<file path="src/hw/rtl/caf8_pkg.sv">
// ----------------------------------------------------------------------------
// caf8_pkg
// Operation codes and flag bit positions of the 8-bit ALU and flag unit.
// ----------------------------------------------------------------------------
`timescale 1ns / 1ps
`default_nettype none

package caf8_pkg;

  typedef enum logic [3:0] {
    KIND_ADD   = 4'd0,
    KIND_SUB   = 4'd1,
    KIND_CMP   = 4'd2,
    KIND_INC   = 4'd3,
    KIND_DEC   = 4'd4,
    KIND_XOR   = 4'd5,
    KIND_SWAP  = 4'd6,
    KIND_RL    = 4'd7,
    KIND_BIT   = 4'd8,
    KIND_ADD16 = 4'd9
  } kind_t;

  // Flag nibble layout: Z N H C
  localparam int unsigned FLAG_Z = 3;
  localparam int unsigned FLAG_N = 2;
  localparam int unsigned FLAG_H = 1;
  localparam int unsigned FLAG_C = 0;

endpackage

`default_nettype wire

</file>
<file path="src/hw/rtl/cpu_alu_flags_8bit.sv">
// ----------------------------------------------------------------------------
// cpu_alu_flags_8bit
// Arithmetic and flag unit of an 8-bit handheld-console processor.
// ----------------------------------------------------------------------------
// Usage:
//   Input channel: in_valid / in_stall with kind, operand_a, operand_b,
//   bit_index and flags_in. A request is taken at a rising edge where
//   in_valid is high and in_stall is low.
//   Output channel: out_valid / out_stall with result and flags_out. One
//   result leaves for every request, in request order.
//   Path: the request lands in the input register, the ALU
//   and flag logic sit between that register and the result register.
//   Throughput: one request per cycle when out_stall is low, set by the
//   single ALU pass between the two registers; while a finished result
//   waits, the input register takes a request only if it is empty.
//   Stall: while out_stall holds a valid result, the result and flags stay
//   put; in_stall rises only once the input register is also full, so up
//   to two requests are held inside.
//   Reset (rst, synchronous, active high) empties both stages; no result
//   is shown until a new request arrives. No configuration, no state
//   kept between requests.
//   Unused kinds 10..15 pass operand_a and flags_in through unchanged.
// ----------------------------------------------------------------------------
`timescale 1ns / 1ps
`default_nettype none

module cpu_alu_flags_8bit
  import caf8_pkg::*;
(
  input  wire logic        clk,
  input  wire logic        rst,
  input  wire logic        in_valid,
  output logic             in_stall,
  input  wire logic [3:0]  kind,
  input  wire logic [15:0] operand_a,
  input  wire logic [15:0] operand_b,
  input  wire logic [2:0]  bit_index,
  input  wire logic [3:0]  flags_in,
  output logic             out_valid,
  input  wire logic        out_stall,
  output logic [15:0]      result,
  output logic [3:0]       flags_out
);

  // Input register stage
  logic        s1_valid;
  logic [3:0]  s1_kind;
  logic [15:0] s1_a;
  logic [15:0] s1_b;
  logic [2:0]  s1_idx;
  logic [3:0]  s1_flags;

  // Handshake control
  logic out_ready;
  logic s1_ready;
  logic s1_move;

  // ALU outputs
  logic [15:0] result_next;
  logic [3:0]  flags_next;

  // Result register may load when empty or being drained this cycle.
  assign out_ready = !out_valid || !out_stall;
  assign s1_move   = s1_valid && out_ready;
  assign s1_ready  = !s1_valid || out_ready;
  assign in_stall  = !s1_ready;

  always_ff @(posedge clk) begin
    if (rst) begin
      s1_valid <= 1'b0;
    end else if (s1_ready) begin
      s1_valid <= in_valid;
    end
  end

  always_ff @(posedge clk) begin
    if (s1_ready && in_valid) begin
      s1_kind  <= kind;
      s1_a     <= operand_a;
      s1_b     <= operand_b;
      s1_idx   <= bit_index;
      s1_flags <= flags_in;
    end
  end

  // ALU datapath
  logic [7:0]  a8;
  logic [7:0]  b8;
  logic [8:0]  add9;
  logic [4:0]  add_lo;
  logic [8:0]  sub9;
  logic [7:0]  inc8;
  logic [7:0]  dec8;
  logic [7:0]  xor8;
  logic [7:0]  swap8;
  logic [7:0]  rl8;
  logic [16:0] add17;
  logic [12:0] add16_lo;
  logic        half_borrow;

  always_comb begin
    a8          = s1_a[7:0];
    b8          = s1_b[7:0];
    add9        = {1'b0, a8} + {1'b0, b8};
    add_lo      = {1'b0, a8[3:0]} + {1'b0, b8[3:0]};
    sub9        = {1'b0, a8} - {1'b0, b8};
    half_borrow = (b8[3:0] > a8[3:0]);
    inc8        = a8 + 8'd1;
    dec8        = a8 - 8'd1;
    xor8        = a8 ^ b8;
    swap8       = {a8[3:0], a8[7:4]};
    rl8         = {a8[6:0], s1_flags[FLAG_C]};
    add17       = {1'b0, s1_a} + {1'b0, s1_b};
    add16_lo    = {1'b0, s1_a[11:0]} + {1'b0, s1_b[11:0]};

    result_next = s1_a;
    flags_next  = s1_flags;

    case (s1_kind)
      KIND_ADD: begin
        result_next         = {8'h00, add9[7:0]};
        flags_next          = 4'b0000;
        flags_next[FLAG_Z]  = (add9[7:0] == 8'h00);
        flags_next[FLAG_H]  = add_lo[4];
        flags_next[FLAG_C]  = add9[8];
      end
      KIND_SUB, KIND_CMP: begin
        // compare sets the same flags but leaves the operand alone
        if (s1_kind == KIND_SUB) begin
          result_next = {8'h00, sub9[7:0]};
        end
        flags_next          = 4'b0000;
        flags_next[FLAG_Z]  = (sub9[7:0] == 8'h00);
        flags_next[FLAG_N]  = 1'b1;
        flags_next[FLAG_H]  = half_borrow;
        flags_next[FLAG_C]  = sub9[8];
      end
      KIND_INC: begin
        result_next         = {8'h00, inc8};
        flags_next[FLAG_Z]  = (inc8 == 8'h00);
        flags_next[FLAG_N]  = 1'b0;
        flags_next[FLAG_H]  = (a8[3:0] == 4'hF);
      end
      KIND_DEC: begin
        result_next         = {8'h00, dec8};
        flags_next[FLAG_Z]  = (dec8 == 8'h00);
        flags_next[FLAG_N]  = 1'b1;
        flags_next[FLAG_H]  = (a8[3:0] == 4'h0);
      end
      KIND_XOR: begin
        result_next         = {8'h00, xor8};
        flags_next          = 4'b0000;
        flags_next[FLAG_Z]  = (xor8 == 8'h00);
      end
      KIND_SWAP: begin
        result_next         = {8'h00, swap8};
        flags_next          = 4'b0000;
        flags_next[FLAG_Z]  = (swap8 == 8'h00);
      end
      KIND_RL: begin
        result_next         = {8'h00, rl8};
        flags_next          = 4'b0000;
        flags_next[FLAG_C]  = a8[7];
      end
      KIND_BIT: begin
        flags_next[FLAG_Z]  = !a8[s1_idx];
        flags_next[FLAG_N]  = 1'b0;
        flags_next[FLAG_H]  = 1'b1;
      end
      KIND_ADD16: begin
        result_next         = add17[15:0];
        flags_next[FLAG_N]  = 1'b0;
        flags_next[FLAG_H]  = add16_lo[12];
        flags_next[FLAG_C]  = add17[16];
      end
      default: begin
        result_next = s1_a;
        flags_next  = s1_flags;
      end
    endcase
  end

  // Result register
  always_ff @(posedge clk) begin
    if (rst) begin
      out_valid <= 1'b0;
    end else if (out_ready) begin
      out_valid <= s1_valid;
    end
  end

  always_ff @(posedge clk) begin
    if (s1_move) begin
      result    <= result_next;
      flags_out <= flags_next;
    end
  end

endmodule

`default_nettype wire

</file>
<file path="config.mk">
export PLATFORM = sky130hd
export DESIGN_NAME = cpu_alu_flags_8bit
export DESIGN_NICKNAME = d
export VERILOG_FILES = /design/src/hw/rtl/caf8_pkg.sv /design/src/hw/rtl/cpu_alu_flags_8bit.sv
export SDC_FILE = /design/constraint.sdc
export NUM_CORES = 1
export LEC_CHECK = 0
export BUFFER_PORTS_ARGS = -buffer_cell sky130_fd_sc_hd__clkbuf_2
export CAP_MARGIN = 20
export CELL_PAD_IN_SITES_DETAIL_PLACEMENT = 0
export CELL_PAD_IN_SITES_GLOBAL_PLACEMENT = 1
export CORE_MARGIN = 1
export CORE_UTILIZATION = 25
export CTS_CLUSTER_SIZE = 40
export DETAILED_ROUTE_END_ITERATION = 16
export HOLD_SLACK_MARGIN = 0.08
export PLACE_DENSITY = 0.61
export SETUP_SLACK_MARGIN = 0.3
export SKIP_LAST_GASP = 1
export SLEW_MARGIN = 20
export SYNTH_ARGS = -nofsm -noshare
export SYNTH_HDL_FRONTEND = slang
export SYNTH_SLANG_ARGS = --single-unit
</file>
<file path="constraint.sdc">
create_clock -name clk -period 4.6 [get_ports clk]
set_input_delay 0.46 -clock clk [delete_from_list [all_inputs] [get_ports clk]]
set_output_delay 0.46 -clock clk [all_outputs]
set_load 0.01 [all_outputs]
</file>
==> summary.md, run 1 <==
| Metric | Value |
|---|---|
| Proportion of synthesized chip area in sequential cells | `0.424` |
| RePlAce Congestion | `0.936` |
| Multi-input gate area | `0.00242 mm2` |
| Final Util | `0.302` |
| Switch share | `0.277` |
| Post-layout net count | `587` |
| Initial antenna violation count | `0` |
| First-pass GRT wire length | `19.9 mm` |
| RSZ-0062 raised after global routing | `false` |
| Cell area power density | `333 mW/mm2` |
| WP data arrival | `3.20 ns` |
| WHS Path Cells | `1` |
| Initial Util | `0.255` |
| Crit path from | `s1_a[1]` |
| Die H | `137 um` |
| Tcrit/Tclk final | `0.667` |
| Post-route cell area | `0.00541 mm2` |
| Combinational share of power | `0.196` |
| Die ar. | `0.0188 mm2` |
| Antenna Nets Post-Route | `0` |
| Root Driver | `clkbuf_16` |
| Cell Rows | `49` |
| Filler instances | `1907` |
| Synth Area in Adders | `0.102` |
| ANT cells | `0` |
| Mux contribution to synthesized area | `0.0379` |
| Synthesized area per cell | `10.3 um2` |
| Tmin final | `3.07 ns` |
| Seq cells post-synth | `65` |
| HP Class | `input pin to flip-flop` |
| Final Hold Fails | `0` |
| Post-synth cell types | `71` |
| Clock share of power | `0.397` |
| CTS tree | `done` |
| Worst skew pair latency | `0.34 ns` |
| FF-to-FF Start | `s1_a[1]` |
| Leading cell type in the layout, fill and taps excluded | `clkbuf_2` |
| Slew @ Worst Pin | `0.991 ns` |
| # IOs | `69` |
| Fin. max-slew vios | `0` |
| Max Clock Freq | `0.326 GHz` |
| Vias in the first global route | `3548` |
| Synth Area in Compound Gates | `0.191` |
| Share of cells above drive strength 1 | `0.217` |
| Clock skew | `0.00688 ns` |
| Via/cell ratio | `4.97` |
| Most frequent cells in the layout | `clkbuf_2 (68), edfxtp_1 (63), nand2_1 (37)` |
| Sink Count | `65` |
| Sequential power share | `0.408` |
| Top-area cell type share of the netlist area | `0.415` |
| Remaining Overflow, GRT | `0` |
| Area share of and/or/nand/nor cells after synthesis | `0.136` |
| Total track usage | `0.144` |
| Area contributors post-synth | `edfxtp_1 (41%), ha_1 (9.3%), xnor2_1 (4.2%), a21oi_1 (3.6%), nand2_1 (3.0%)` |
| Leak | `0.00212 uW` |
| Detail-routed net length per standard cell | `17.8 um` |
| # DRC | `0` |
| Longest Clk Path Bufs | `2` |
| Async SR Flop Fraction | `0` |
| Worst hold path startpoint | `operand_a[4]` |
| Yosys warning total | `0` |
| Hold buffers post-CTS | `0` |
| Core Region | `0.0179 mm2` |
| Layout area overhead | `18.7%` |
| Crit end category | `flip-flop` |
| Top cell type by total area after synthesis | `edfxtp_1` |
| Hpwl dp | `9.60 mm` |
| Max IR drop VDD | `0.000209 V` |
| EDFF count, synth | `63` |
| Crit start category | `flip-flop` |
| Synth Flop Type | `edfxtp_1` |
| Setup Viol. Count Final | `0` |
| Crit-path max FO | `11` |
| Synth Instances | `444` |
| Die width | `137 um` |
| Post-CTS resize count | `0` |
| CTS Buf Count | `9` |
| Worst slew margin | `0.339` |
| Port Buf Inserts | `68` |
| Status | `completed` |
| Setup TNS | `0 ns` |
| Cell area after synthesis | `0.00456 mm2` |
| H-tree Lvls | `3` |
| Clock-pin slew of the registers on the worst-case setup and hold paths | `0.06 ns` |
| Total of max-cap violations | `0` |
| Vias | `3659` |
| Xor/xnor share of the synthesized area | `0.0595` |
| Post-Syn Nets | `527` |
| Sequential cell area | `0.00193 mm2` |
| Worst Setup Path Type | `flip-flop to flip-flop` |
| TritonRoute pass-1 iters | `5` |
| Critical Path RT | `4.73 ns` |
| Largest net degree at the start of global routing | `44` |
| Worst Reg-to-Reg Cells | `8` |
| Iter 0 DRT Violations | `286` |
| Placed cell areas | `0.00511 mm2` |
| Wirelength, routed | `13.1 mm` |
| Combinational family with the most area after synthesis | `compound AO/OA/AOI/OAI gates` |
| Post-CTS Setup Inserts | `0` |
| Total net switching power | `500 uW` |
| Pint | `1300 uW` |
cell families after synthesis:
logic type	count (synthesis)
DFF	65
xor gates and xnor gates	31
and+or+nand+nor	125
buffers and inverters	50
AOI/OAI and AO/OA	128
muxes	9
adders and majority gates	36
area by class of cell:
class,instances,area share
clock buffers,9,0.0416
clock inverters,5,0.0134
inverters,26,0.0180
multi-input cells,329,0.447
flip-flops and latches,65,0.357
well taps,229,0.0529
repair buffers,73,0.0698
metrics by stage:
step	total power, uW	setup slack, ns	hold WS (ns)	instances
finish	1800	1.53	0.289	736
global route	1890	1.35	0.274	736
CTS	1830	1.49	0.269	736
detailed placement	1100	1.52	0.474	722
global placement	1100	1.53	0.456	722
floorplan	985	1.52	0.444	444
critical path: stages (launching register included):
cell	delay (ns)
edfxtp_1	0.66
inv_1	0.28
fa_1	0.51
o21ba_1	0.23
or4_4	0.43
nand3_1	0.17
xnor2_1	0.16
nand4_1	0.12
o311ai_1	0.30
worst paths after layout:
check	to	slack (ns)
setup / recovery	flags_out[3]	1.53
hold / removal	s1_a[4]	0.29
setup reg to reg	flags_out[3]	1.53
hold reg to reg	out_valid	0.48
synthesized netlist by cell type (all sizes together) (5+ instances only):
cell type	count
o211ai	5
nand2b	5
nand4	6
nor2	30
clkbuf	6
nand3	18
xor2	9
a21o	6
o21ai	35
inv	26
buf	18
nand2	37
edfxtp	63
xnor2	22
nor3	9
mux4	6
o22ai	6
a221oi	5
ha	34
a21oi	35
sequential cells by signal, summed over array words and instances, names as in the netlist:
register and cells:
s1_a 16, result 16, out_valid 1, s1_flags 4, s1_idx 3, s1_kind 4, s1_b 16, s1_valid 1
flags_out 4
per-layer routing:
layer	vias up	global-route usage	part of all wire	routed length [um]
met5	-	0	0	0
met4	0	0.0507	0.018	236
met3	15	0.0348	0.050	660
met2	126	0.224	0.47	6110
met1	1733	0.192	0.47	6100
li1	1785	-	-	-
power by group through the flow:
stage / sequential [uW] / combinational (uW) / clock, uW
6_report: 735 / 352 / 715
3_5_place_dp: 747 / 350 / 0
2_1_floorplan: 730 / 255 / 0
5_1_grt: 740 / 389 / 760
4_1_cts: 735 / 352 / 739
3_3_place_gp: 747 / 352 / 0
Power figures use the tool's default switching activity.
==> run 2: changes to the inputs <==
ABC_AREA = 1   (was not set)
PLACE_DENSITY = 0.65   (was 0.61)
clock period = 2.5 ns   (was 4.6 ns; I/O delays follow)
==> run 2 against run 1 <==
Effect of this change:
- count of clock-buffer cells in the layout up 3
- clock power rose by 68%
- synthesized area grew 0.74%
- first-iteration DRC count increased by 14%
- hold slack got worse by 0.20 ns
- total power is 85% higher
- sequential share of layout area fell by 4.8 points
- register-to-register slack worse by 1.3 ns
- critical path depth up 5
- design area is 15% higher
- worst setup slack lost 1.3 ns
- wire length up 18%
- largest cell class unchanged
- largest power group unchanged
==> summary.md, run 2 <==
| Metric | Value |
|---|---|
| Leading cell type in the layout, fill and taps excluded | `nand2_1` |
| Antenna Nets Post-Route | `0` |
| HP Class | `input pin to flip-flop` |
| FF-to-FF Start | `s1_b[0]` |
| Crit start category | `flip-flop` |
| Tmin final | `2.22 ns` |
| Worst R2R End | `flags_out[3]` |
| Design Power | `3340 uW` |
| Die width | `138 um` |
| Proportion of synthesized chip area in sequential cells | `0.420` |
| Max Clock Freq | `0.450 GHz` |
| Seq cells post-synth | `65` |
| Worst Setup Path Type | `flip-flop to flip-flop` |
| Post-layout net count | `803` |
| Crit-path max FO | `3` |
| Worst Hold Path EP | `s1_b[5]` |
| Die ar. | `0.0189 mm2` |
| Worst skew pair latency | `0.35 ns` |
| ANT cells | `0` |
| Cell area after synthesis | `0.00459 mm2` |
| Vias | `4470` |
| First-pass GRT wire length | `23.1 mm` |
| Slew @ Worst Pin | `0.504 ns` |
| Iter 0 DRT Violations | `327` |
| RSZ-0062 raised after global routing | `true` |
| Setup Viol. Count Final | `0` |
| Top cell type by total area after synthesis | `edfxtp_1` |
| Area contributors post-synth | `edfxtp_1 (41%), nand2_1 (13%), ha_1 (9.3%), inv_1 (6.3%), nand3_1 (6.2%)` |
| Reg2Reg Setup Slack | `0.28 ns` |
| Critical Path RT | `2.61 ns` |
| EDFF count, synth | `63` |
| Port Buf Inserts | `68` |
| Layout area overhead | `35.9%` |
| Top Registers | `result x16, s1_a x16, s1_b x16` |
| Initial Util | `0.256` |
| Largest net degree at the start of global routing | `24` |
| Status | `completed` |
| Cell Rows | `49` |
| CTS tree | `done` |
| Worst Reg-to-Reg Cells | `13` |
| RePlAce Congestion | `0.929` |
| Initial antenna violation count | `0` |
| Longest Clk Path Bufs | `2` |
| Max IR drop VDD | `0.000295 V` |
| Clock skew | `0.00579 ns` |
| Yosys warning total | `0` |
| WHS Path Cells | `1` |
| Die H | `138 um` |
| Clock-pin slew of the registers on the worst-case setup and hold paths | `0.05 ns` |
| Synth Flop Type | `edfxtp_1` |
| Total of max-cap violations | `0` |
| Root Driver | `clkbuf_16` |
| Most frequent cells in the layout | `nand2_1 (162), inv_1 (71), clkbuf_2 (68)` |
| Detail-routed net length per standard cell | `16.2 um` |
| Fin. max-slew vios | `0` |
| CTS Buf Count | `9` |
| Top-area cell type share of the netlist area | `0.412` |
| Share of cells above drive strength 1 | `0.217` |
| Setup TNS | `0 ns` |
| Final Hold Fails | `0` |
| Crit end category | `flip-flop` |
| Most common cell in the synthesized netlist | `nand2_1` |
| Total track usage | `0.169` |
| H-tree Lvls | `3` |
| Vias in the first global route | `4220` |
| Sink Count | `65` |
| Async SR Flop Fraction | `0` |
| Leak | `0.00280 uW` |
| Core Region | `0.0180 mm2` |
| # IOs | `69` |
| Cell area power density | `535 mW/mm2` |
| Wirelength, routed | `15.4 mm` |
| Via/cell ratio | `4.69` |
| Tcrit/Tclk final | `0.888` |
| TritonRoute pass-1 iters | `4` |
| WP data arrival | `2.33 ns` |
| Worst slew margin | `0.663` |
| Post-Syn Nets | `674` |
| Post-synth top cells | `nand2_1 (165), inv_1 (77), nor2_1 (65), edfxtp_1 (63), nand3_1 (57)` |
| Synthesized area per cell | `7.77 um2` |
| Synth Instances | `591` |
| Post-synth cell types | `35` |
| Worst hold path startpoint | `operand_b[5]` |
| # DRC | `0` |
| Hpwl dp | `12.0 mm` |
| Remaining Overflow, GRT | `0` |
-- run 2: cell count changes after synthesis, sizes merged, moves of 7 or more --
cell	before	now
buf	18	11
nand3	18	57
a21oi	35	27
xnor2	22	0
o21ai	35	23
nor2	30	67
inv	26	78
nand2	37	165
-- run 2: how the worst max path moves through the flow --
stage	cells after the start	from	endpoint
5_1_grt	13	s1_a[0]	flags_out[3]
3_5_place_dp	11	s1_b[0]	result[12]
6_report	13	s1_b[0]	flags_out[3]
2_1_floorplan	14	s1_a[0]	flags_out[3]
4_1_cts	7	s1_b[3]	result[8]
3_3_place_gp	12	s1_a[0]	flags_out[3]
-- run 2: kinds of logic after synthesis --
group / synth area share
compound gates: 0.108
xor+xnor: 0.0114
fa+ha+maj: 0.101
buf+inv: 0.0784
flops: 0.420
simple gates: 0.280
-- run 2: what timing repair did --
action	in CTS	in global routing
resized for setup	9	48
setup buffers	0	3
cloned	0	0
hold endpoints to repair	38	0
setup endpoints to repair	9	16
hold buffers	37	0
pin swaps	0	12
-- run 2: area by class of cell --
class,count,area [um2]
repair buffers,131,926
clock inverters,4,28.8
clock buffers,12,256
multi-input cells,435,2520
well taps,229,287
inverters,78,293
flip-flops and latches,65,1930
fillers,1881,11700
-- run 2: where the power goes --
| part | total (uW) | internal (uW) | switching (uW) | leakage, uW |
|---|---|---|---|---|
| Sequential | 1310 | 1280 | 35.4 | 0.000627 |
| Clock | 1200 | 724 | 472 | 0.000135 |
| Combinational | 829 | 321 | 507 | 0.00204 |
| Total | 3340 | 2320 | 1020 | 0.00280 |
-- run 2: through the flow --
stage / hold WS (ns) / util / setup WS (ns) / area (um2) / cells
after floorplan: 0.319 / - / 0.263 / 4600 / 591
final: 0.0894 / 0.347 / 0.280 / 6240 / 954
after global placement: 0.423 / 0.297 / 0.145 / 5340 / 898
after CTS: 0.0803 / 0.335 / 0.255 / 6020 / 951
after detailed placement: 0.425 / 0.297 / 0.143 / 5340 / 898
after global routing: 0.0836 / 0.347 / 0.183 / 6240 / 954
-- run 2: worst max-delay path, cell delays in order, from the launching register on --
cell      delay [ns]
edfxtp_1        0.42
buf_4           0.16
ha_1            0.17
inv_1           0.08
fa_2            0.24
nand2_2         0.08
a21oi_1         0.23
nor2_1          0.11
nand2_1         0.12
nand2_1         0.07
nand3_1         0.09
nand3_1         0.09
nand2_1         0.08
inv_1           0.03
-- run 2: layer usage --
metal  vias up  wire length, um  track usage
li1       2241                -            -
met1      2074             7350        0.233
met2       134             6800        0.260
met3        21              870       0.0213
met4         0              403       0.0769
met5         -                0            0
==> run 3: changes to the inputs <==
MAX_ROUTING_LAYER = met4   (was not set)
==> run 3 against run 2 <==
Effect of this change:
- design area down 2.0%
- critical path depth down 1
- die area unchanged
- highest routed layer unchanged
- total power is 3.0% higher
- first-iteration DRC count fell by 17%
- hold slack worse by 0.00086 ns
- wire length is 1.3% higher
- utilization is 0.68 points lower
- critical endpoint unchanged
- critical path type unchanged
- combinational power is 2.5% lower
- largest power group is now the clock network
==> summary.md, run 3 (synthesis gave the netlist of run 2 again) <==
| Metric | Value |
|---|---|
| Reg2Reg Setup Slack | `0.25 ns` |
| Slew @ Worst Pin | `0.522 ns` |
| Via/cell ratio | `4.68` |
| Initial Util | `0.256` |
| Die H | `138 um` |
| WP data arrival | `2.47 ns` |
| Vias | `4427` |
| Vias in the first global route | `4291` |
| Detail-routed net length per standard cell | `16.5 um` |
| # IOs | `69` |
| Most frequent cells in the layout | `nand2_1 (160), inv_1 (71), clkbuf_2 (68)` |
| Filler instances | `1897` |
| H-tree Lvls | `3` |
| Worst Reg-to-Reg Cells | `12` |
| Tmin final | `2.25 ns` |
| Layout area overhead | `33.2%` |
| Fin. max-slew vios | `0` |
| CTS Buf Count | `9` |
| WHS Path Cells | `1` |
| Port Buf Inserts | `68` |
| Crit-path max FO | `4` |
| Longest Clk Path Bufs | `2` |
| Total of max-cap violations | `0` |
| RSZ-0062 raised after global routing | `true` |
| Sink Count | `65` |
| RePlAce Congestion | `0.952` |
| Post-layout net count | `795` |
| Share of cells above drive strength 1 | `0.229` |
| Core Region | `0.0180 mm2` |
| Root Driver | `clkbuf_16` |
| CP Capture Point | `flags_out[3]` |
| HP Class | `input pin to flip-flop` |
| Top Registers | `result x16, s1_a x16, s1_b x16` |
| Final Hold Fails | `0` |
| Crit start category | `flip-flop` |
| Cell Rows | `49` |
| Remaining Overflow, GRT | `0` |
| Worst slew margin | `0.650` |
| Total track usage | `0.177` |
| Wirelength, routed | `15.6 mm` |
| Crit end category | `flip-flop` |
| First-pass GRT wire length | `23.8 mm` |
| Antenna Nets Post-Route | `0` |
| Worst Setup Path Type | `flip-flop to flip-flop` |
| Clock-pin slew of the registers on the worst-case setup and hold paths | `0.06 ns` |
| Setup TNS | `0 ns` |
| Max Clock Freq | `0.444 GHz` |
| FF-to-FF Start | `s1_b[0]` |
| ANT cells | `0` |
| Initial antenna violation count | `0` |
| CTS tree | `done` |
| Hpwl dp | `12.1 mm` |
| Status | `completed` |
| Die width | `138 um` |
| Largest net degree at the start of global routing | `24` |
| Worst skew pair latency | `0.35 ns` |
| Tcrit/Tclk final | `0.900` |
| Hold slack | `0.0886 ns` |
| Critical Path RT | `2.72 ns` |
| Leading cell type in the layout, fill and taps excluded | `nand2_1` |
| TritonRoute pass-1 iters | `5` |
| Clock skew | `0.00987 ns` |
| Worst R2R End | `flags_out[3]` |
| Die ar. | `0.0189 mm2` |
| Cell area power density | `562 mW/mm2` |
| Max IR drop VDD | `0.000302 V` |
| Iter 0 DRT Violations | `272` |
| Setup Viol. Count Final | `0` |
| Leak | `0.00277 uW` |
| # DRC | `0` |
| Crit path from | `s1_b[0]` |
==> run 3: changes by cell type in the layout (fill, tap and decap cells not counted), moves of 3 or more <==
cell and change:
dlygate4sd3_1 -12, buf_4 +6, ha_4 -3, nand2_2 +3, nand3_1 +3, nand3_2 -3, o21ai_0 +3
==> run 3: repair_timing <==
action,in CTS,in global routing
resized for setup,8,39
setup endpoints to repair,8,17
endpoints found under the hold margin,25,1
buffers inserted,0,7
hold buffers,24,1
pin swaps,0,6
==> run 3: layout make-up <==
cell class	instances	area, um2	share of cell area
clock inverters	6	66.3	0.0108
flip-flops and latches	65	1930	0.316
inverters	78	293	0.0478
clock buffers	10	239	0.0391
multi-input cells	435	2470	0.404
repair buffers	123	828	0.135
well taps	229	287	0.0468
==> run 3: critical path, cell delays in order (launching register included) <==
cell	delay [ns]
edfxtp_1	0.43
ha_2	0.21
inv_2	0.05
fa_2	0.40
buf_4	0.15
xor2_1	0.17
nor3_1	0.24
nand3_1	0.12
nor2_1	0.10
nand3_1	0.07
nand3_1	0.08
nand2_1	0.05
inv_1	0.04
==> run 3: power breakdown <==
group / total (uW) / switching, uW / internal, uW
combinational: 808 / 503 / 305
sequential: 1310 / 34.6 / 1280
clock: 1320 / 516 / 803
==> run 3: metal layers <==
layer	track usage	part of all wire	wire length (um)	up-vias
li1	-	-	-	2219
met1	0.247	0.50	7860	2075
met2	0.264	0.44	6820	121
met3	0.0287	0.049	768	12
met4	0.0458	0.012	184	0
met5	-	0	0	-
==> run 3: how the worst min path moves through the flow <==
stage                      start  slack [ns]   endpoint
floorplan                    rst        0.32  out_valid
global placement             rst        0.42  out_valid
detailed placement  bit_index[2]        0.43  s1_idx[2]
CTS                 operand_b[7]        0.08    s1_b[7]
global route        operand_a[6]        0.08    s1_a[6]
finish              operand_a[2]        0.09    s1_a[2]
==> run 3: per-stage QoR <==
stage | utilization | area, um2 | setup WS (ns) | total power [uW] | instances
3_3_place_gp | 0.297 | 5340 | 0.175 | 2050 | 898
2_1_floorplan | - | 4600 | 0.263 | 1770 | 591
5_1_grt | 0.341 | 6120 | 0.180 | 3610 | 946
3_5_place_dp | 0.297 | 5340 | 0.142 | 2040 | 898
4_1_cts | 0.329 | 5910 | 0.280 | 3410 | 938
6_report | 0.341 | 6120 | 0.249 | 3440 | 946
